`src/hdl/lla_pkg.sv`:
```
// Shared types, constants and helpers for the linear layer block.
package lla_pkg;

   localparam int RES_W = 48;   // Q24.24 result width
   localparam int ACC_W = 40;   // prediction accumulator, holds 64 products plus bias

   typedef enum logic [2:0] {
      ACT_LOAD_W  = 3'd0,
      ACT_LOAD_B  = 3'd1,
      ACT_STORE_X = 3'd2,
      ACT_CLEAR_G = 3'd3,
      ACT_ERROR   = 3'd4,
      ACT_READ_WG = 3'd5,
      ACT_READ_BG = 3'd6,
      ACT_NONE    = 3'd7
   } act_type;

   localparam logic [1:0] KIND_PRED  = 2'd0;
   localparam logic [1:0] KIND_WGRAD = 2'd1;
   localparam logic [1:0] KIND_BGRAD = 2'd2;

   typedef enum logic [3:0] {
      ST_CLEAR,
      ST_IDLE,
      ST_DECODE,
      ST_MAC,
      ST_DRAIN,
      ST_EMIT,
      ST_RD_A,
      ST_RD_B,
      ST_RD_C,
      ST_GCLR
   } state_type;

   typedef struct packed {
      logic cap;
      logic x_we;
      logic w_we;
      logic b_we;
      logic bg_sub;
      logic bg_clr;
      logic clr_w;
      logic clr_g;
      logic acc_init;
      logic mac_issue;
      logic rd_mul;
      logic out_pred;
      logic out_grad;
      logic out_last;
   } cmd_type;

   typedef struct packed {
      act_type act;
      logic    lastel;
      logic    s_ok;
      logic    r_ok;
      logic    c_ok;
      logic    pipe_busy;
      logic    out_free;
   } sts_type;

   function automatic logic signed [RES_W-1:0] sat48(input logic signed [RES_W:0] v);
      logic signed [RES_W-1:0] r;
      if (v[RES_W] != v[RES_W-1]) begin
         r = v[RES_W] ? {1'b1, {(RES_W-1){1'b0}}} : {1'b0, {(RES_W-1){1'b1}}};
      end else begin
         r = v[RES_W-1:0];
      end
      return r;
   endfunction

endpackage

```
`src/hdl/lla_control.sv`:
```
// Controller: sequences item actions, clearing sweeps and result delivery.
module lla_control import lla_pkg::*; #(
   parameter int IN_DIM  = 16,
   parameter int OUT_DIM = 8,
   localparam int ROW_W  = (IN_DIM > 1) ? $clog2(IN_DIM) : 1,
   localparam int NP     = (OUT_DIM < 8) ? OUT_DIM : 8,
   localparam int NP_W   = (NP > 1) ? $clog2(NP) : 1
) (
   input  logic             clock,
   input  logic             reset,
   input  logic             req_tvalid,
   output logic             req_tready,
   input  sts_type          sts,
   output cmd_type          cmd,
   output logic [ROW_W-1:0] row_idx,
   output logic [NP_W-1:0]  lane_idx
);

   localparam logic [ROW_W-1:0] ROW_LAST  = ROW_W'(IN_DIM - 1);
   localparam logic [NP_W-1:0]  LANE_LAST = NP_W'(NP - 1);

   state_type        state_ff, state_in;
   logic [ROW_W-1:0] row_ff, row_in;
   logic [NP_W-1:0]  lane_ff, lane_in;

   always_ff @(posedge clock) begin
      if (reset) begin
         state_ff <= ST_CLEAR;
         row_ff   <= '0;
         lane_ff  <= '0;
      end else begin
         state_ff <= state_in;
         row_ff   <= row_in;
         lane_ff  <= lane_in;
      end
   end

   always_comb begin
      state_in   = state_ff;
      row_in     = row_ff;
      lane_in    = lane_ff;
      cmd        = '0;
      req_tready = 1'b0;
      unique case (state_ff)
         ST_CLEAR: begin
            cmd.clr_w = 1'b1;
            cmd.clr_g = 1'b1;
            row_in    = row_ff + 1'b1;
            if (row_ff == ROW_LAST) begin
               row_in   = '0;
               state_in = ST_IDLE;
            end
         end
         ST_IDLE: begin
            req_tready = 1'b1;
            if (req_tvalid) begin
               cmd.cap  = 1'b1;
               state_in = ST_DECODE;
            end
         end
         ST_DECODE: begin
            state_in = ST_IDLE;
            row_in   = '0;
            lane_in  = '0;
            unique case (sts.act)
               ACT_LOAD_W:  cmd.w_we = sts.r_ok && sts.c_ok;
               ACT_LOAD_B:  cmd.b_we = sts.c_ok;
               ACT_STORE_X: begin
                  if (sts.s_ok) begin
                     cmd.x_we = sts.r_ok;
                     if (sts.lastel) begin
                        cmd.acc_init = 1'b1;
                        state_in     = ST_MAC;
                     end
                  end
               end
               ACT_CLEAR_G: begin
                  cmd.bg_clr = 1'b1;
                  state_in   = ST_GCLR;
               end
               ACT_ERROR: begin
                  if (sts.s_ok && sts.c_ok) begin
                     cmd.bg_sub = 1'b1;
                     state_in   = ST_MAC;
                  end
               end
               ACT_READ_WG, ACT_READ_BG: state_in = ST_RD_A;
               ACT_NONE: state_in = ST_IDLE;
               default:  state_in = ST_IDLE;
            endcase
         end
         ST_MAC: begin
            cmd.mac_issue = 1'b1;
            row_in        = row_ff + 1'b1;
            if (row_ff == ROW_LAST) begin
               row_in   = '0;
               state_in = ST_DRAIN;
            end
         end
         ST_DRAIN: begin
            if (!sts.pipe_busy) begin
               state_in = (sts.act == ACT_STORE_X) ? ST_EMIT : ST_IDLE;
            end
         end
         ST_EMIT: begin
            if (sts.out_free) begin
               cmd.out_pred = 1'b1;
               cmd.out_last = (lane_ff == LANE_LAST);
               lane_in      = lane_ff + 1'b1;
               if (lane_ff == LANE_LAST) begin
                  lane_in  = '0;
                  state_in = ST_IDLE;
               end
            end
         end
         ST_RD_A: state_in = ST_RD_B;
         ST_RD_B: begin
            cmd.rd_mul = 1'b1;
            state_in   = ST_RD_C;
         end
         ST_RD_C: begin
            if (sts.out_free) begin
               cmd.out_grad = 1'b1;
               state_in     = ST_IDLE;
            end
         end
         ST_GCLR: begin
            cmd.clr_g = 1'b1;
            row_in    = row_ff + 1'b1;
            if (row_ff == ROW_LAST) begin
               row_in   = '0;
               state_in = ST_IDLE;
            end
         end
         default: state_in = ST_IDLE;
      endcase
   end

   assign row_idx  = row_ff;
   assign lane_idx = lane_ff;

endmodule
```
`config.mk`:
```
export PLATFORM = sky130hd
export DESIGN_NAME = lla_control
export DESIGN_NICKNAME = d
export VERILOG_FILES = /design/src/hdl/lla_pkg.sv /design/src/hdl/lla_control.sv
export SDC_FILE = /design/constraint.sdc
export NUM_CORES = 1
export LEC_CHECK = 0
export ABC_AREA = 1
export ABC_CLOCK_PERIOD_IN_PS = 1500
export BUFFER_PORTS_ARGS = -buffer_cell sky130_fd_sc_hd__buf_4
export CORE_UTILIZATION = 48
export CTS_CLUSTER_SIZE = 25
export DETAILED_ROUTE_END_ITERATION = 12
export MAX_ROUTING_LAYER = met4
export PLACE_DENSITY = 0.89
export SLEW_MARGIN = 20
export SYNTH_ARGS = -nofsm -noshare
export SYNTH_HDL_FRONTEND = slang
export SYNTH_SLANG_ARGS = --single-unit
```
`constraint.sdc`:
```
create_clock -name clock -period 1.5 [get_ports clock]
set_clock_uncertainty 0.05 [all_clocks]
set_input_delay 0.15 -clock clock [delete_from_list [all_inputs] [get_ports clock]]
set_output_delay 0.15 -clock clock [all_outputs]
set_load 0.01 [all_outputs]
```
# == Word-level counts from Yosys, hierarchy flattened ==
# Cells that the tools add are included.
# word_totals
ff_bits,11
input_bits,12
elab_cells,82
# op_classes
add_sub_neg,2
n_eq_ne,24
mux,42
n_reduce_logical,11
# ops
cell,count
$mux W4,9
$pmux W4 S9,1
$mux W1,23
$eq A4 B3 Y1 const B,4
$pmux W4 S4,1
$eq A3 B3 Y1 const B,4
$eq A4 B4 Y1 const B,3
$ne A2 B2 Y1 const B,6
$mux W3,3
$eq A4 B2 Y1 const B,2
$pmux W4 S2,1
$reduce_and A7 Y1,1
$eq A3 B2 Y1 const B,2
$pmux W3 S2,1
$mux W5,1
$add A4 B1 Y4 const B,1
$eq A4 B1 Y1 const B,1
$logic_not A4 Y1,1
$mux W2,2
$reduce_bool A2 Y1,2
$reduce_or A2 Y1,2
$add A3 B1 Y3 const B,1
$eq A3 B1 Y1 const B,1
$logic_not A3 Y1,1
other kinds (4),5

# == Depth between registers and ports, before layout ==
# logic_depth
ltp_word,4
mapped_depth,10
depth_no_buf,10

# == Least setup slack after synthesis ==
# Ideal clock, no wire load.
# synth_timing
path_type,register -> register
from,"register lane_ff[0], in the netlist lane_idx[0]"
to,register state_ff[0]
setup_time_ps,113
arrival_ps,1219
required_ps,1337
setup_slack_ps,118
path_stages_with_launch,10
cell_sequence,dfxtp_1 ha_1 ha_1 inv_1 nand3_1 nand2_1 nor2_2 nand2_2 nor2_1 nor2_1
# synth_via
elab_chain_cells,3
# synth_rtl
item,line_no,rtl
"start, declared",lla_control.sv:24,"logic [NP_W-1:0] lane_ff, lane_in;"
"start signal, assigned",lla_control.sv:34,lane_ff <= lane_in;
$eq A3 B3 Y1,lla_control.sv:110,if (lane_ff == LANE_LAST) begin
$ne A2 B2 Y1 (no line),-,
$reduce_and A7 Y1 (no line),-,
"end signal, assigned",lla_control.sv:32,state_ff <= state_in;
"end, declared",lla_control.sv:22,"state_type state_ff, state_in;"
# No other way between the ends.
# A chain may end at the register's enable or synchronous reset.

# == Worst setup path in the final report ==
# layout_timing
from,register state_ff[1]
to,register state_ff[2]
# layout_via
elab_chain_cells,4
word_cells_on_any_way,20
# layout_rtl
item,line_no,rtl
$eq A4 B4 Y1 or $logic_not A4 Y1 (tied branches),lla_control.sv:44,unique case (state_ff)
$reduce_or A2 Y1 (no line),-,
$ne A2 B1 Y1 (no line),-,
$reduce_and A7 Y1 (no line),-,
# Several ways; a longest one is shown, not always the timed one.

==> impl_results.md <==
- Most common cell in the synthesized netlist: nand2_1
- Number of cells produced by synthesis: 156
- Fmax: 0.634 GHz
- Grt total ovfl: 0
- Proportion of total power due to net switching: 0.441
- Maximum number of pins on one net before global-route repair: 8
- Initial core utilization: 0.514
- Number of distinct library cells after synthesis: 19
- Hold_sp: reset
- Floorplan row count: 15
- Clock power share: 0.167
- Leading cell types by count after synthesis: nand2_1 (48), nor2_1 (24), inv_1 (20), a21oi_1 (12), dfxtp_1 (11)
- Endpoint arrival time on the critical path: 1.73 ns
- Sw Pwr: 576 uW
- Synth-to-layout area growth: 62.2%
- Startpoint types: flop
- Die Y-Extent: 45.2 um
- Category of the critical setup timing path: reg -> reg
- Via count: 1334
- Critical path required time: 1.65 ns
- Remaining routing DRC violations: 0
- Worst Hold Class: in -> reg
- Clock buffer depth: 2
- Final antenna-violating net count: 0
- Initial antenna violation count: 0
- Maximum vdd ir drop: 1060 uV
- Starting DRC count in detailed routing: 124
- Die Area: 2050 um^2
- Root buf cell: clkbuf_4
- Area of the mapped netlist: 897 um^2
- GP Congestion: 0.937
- Horizontal die dimension: 45.2 um
- R2R Path Start: state_ff[1]
- Leakage power of the design: 0.000700 uW
- Internal: 729 uW
- Area of placed instances: 1190 um^2
- Crit path setup slack, layout: -0.0785 ns
- Sequential Power Share: 0.322
- Post-layout net count: 218
- First-pass detailed-route iteration total: 5
- Total power of the final layout: 1310 uW
- Most used flip-flop cell after synthesis: dfxtp_1
- Clock-pin slew of the registers on the worst-case setup and hold paths: 0.08 ns
- Number of flops mapped to enable cells by yosys: 0
- Total of fill cells in the finished design: 114
- Worst slew margin relative to its limit: 0.836
- Maximum Capacitance Violations: 0
- RSZ-0062 raised after global routing: true
- Number of flip-flops and latches in the synthesized netlist: 11
- Area of the core: 1750 um^2
- Ratio of cells with drive above 1 in the final layout: 0.465
- Number of I/O pins: 34
- Register area share after synthesis: 0.245
- Total length of routed wires: 3710 um
- Clock Sink Count: 11
- Violated checks: negative setup slack
- Number of I/O port buffers: 33
- Pins Over Slew Limit: 0
- Count of synthesis-stage warnings from yosys: 0
- Clock buffers created by TritonCTS: 3
- TritonCTS clock tree: built
- Max FO, Critical Path: 4
- HPWL after detailed placement: 1910 um
- Global-route wire length before repair: 4190 um
- N_diodes: 0
- H-tree depth reported by CTS: 1
- Via count of the first global-routing pass: 1038
- Sort of element at the end of the critical path: flop
- Final design instance area without fill: 1460 um^2
- Routed vias/inst: 5.88
- Logic pwr share: 0.512
- Fraction of post-synthesis cell area in the top cell type by area: 0.245
- Number of buffers inserted for hold repair after clock tree synthesis: 0
- Count of endpoints failing hold in the final timing report: 0
- Slew @ Worst Pin: 0.244 ns
- P per Cell Area: 897 nW/um^2
- Period utilization: 1.05
- Dominant cell type by area after synthesis: dfxtp_1
- Run status: finished, violations left
- Mean routed wirelength per cell: 16.3 um
- Latest clock arrival within the worst-skew pair: 0.29 ns
- Post-route minimum period: 1.58 ns
- Setup violators final: 9
- Post-synthesis async set-or-reset flop share: 0
- Gr usage total: 0.291
- Syn Nets: 171
- Critical path origin: state_ff[1]
- Ranking of synthesized cells by area: dfxtp_1 (25%), nand2_1 (20%), nor2_1 (10%)
- Avg Synthesized Cell Area: 5.75 um^2
==> worst paths after layout <==
kind                  to  slack (ns)  cells after the start
max          state_ff[2]       -0.08                      9
min          state_ff[1]        0.02                      2
max reg2reg  state_ff[2]       -0.08                      9
min reg2reg  lane_idx[0]        0.46                      2
==> power by group through the flow <==
stage	Clock, uW	Combinational, uW	Sequential (uW)
floorplan	0	288	395
global placement	0	488	380
detailed placement	0	503	384
CTS	210	540	384
global route	235	708	421
finish	218	668	420
==> final cells by class <==
type	instances	area (um^2)	share of cell area
multi-input combinational	124	761	0.523
clock buffer	4	26.3	0.0181
sequential	11	238	0.163
timing repair buffer	42	315	0.217
inverter	21	83.8	0.0576
tap	25	31.3	0.0215
==> critical path, stage by stage, from the launching register on <==
cell and delay [ns]:
dfxtp_4 0.37, buf_4 0.13, nand2_1 0.13, nor2_4 0.20, nand2_1 0.13, nand2_2 0.10, nor2_4 0.05, nand2_2 0.09
nand2_1 0.06, a21oi_1 0.17
==> layer usage <==
metal	vias up	routed length, um	track usage
met5	-	0	-
met4	0	167	0.0909
met3	22	381	0.0880
met2	129	1850	0.472
met1	589	1310	0.344
li1	594	-	-
==> metrics by stage <==
step                TNS [ns]   util  hold slack [ns]  setup slack [ns]  instances
finish                -0.226  0.834           0.0233           -0.0785        227
floorplan                  0      -            0.169             0.118        156
detailed placement   -0.0167  0.682            0.328           -0.0167        216
global route          -0.907  0.834           0.0306            -0.150        227
CTS                  -0.0112  0.747           0.0286           -0.0112        226
global placement           0  0.682            0.325           0.00462        216
==> cell usage in the layout (no fill, tap or decap), drive strengths merged <==
master / netlist / layout
o21ai: 4 / 4
nand3: 10 / 10
buf: 0 / 42
dfxtp: 11 / 11
nand2: 53 / 53
nor3: 3 / 3
ha: 3 / 3
nor2: 31 / 31
nand3b: 1 / 1
a21oi: 12 / 12
xnor2: 1 / 1
a22oi: 1 / 1
inv: 21 / 21
o22ai: 1 / 1
nor4: 4 / 4
clkbuf: 0 / 4
==> logic make-up (layout without fill, tap and decap cells) <==
logic type                 after synthesis  after routing  share of synthesized area
adders and majority gates                3              3                     0.0418
DFF                                     11             11                      0.245
buffers and inverters                   21             67                     0.0879
xor gates and xnor gates                 1              1                    0.00976
AOI/OAI and AO/OA                       18             18                      0.105
and+or+nand+nor                        102            102                      0.510
==> registers in the layout, summed over array words and instances, names as in the netlist <==
signal / cells
row_idx: 4
state_ff: 4
lane_idx: 3
==> timing repair <==
| action | 4_1_cts | 5_1_grt |
|---|---|---|
| setup endpoints to repair | 10 | 17 |
| buffers inserted | 6 | 1 |
| resized for setup | 16 | 37 |
| pin swaps | 4 | 8 |
Note: power is estimated with default switching activity, not from simulation.
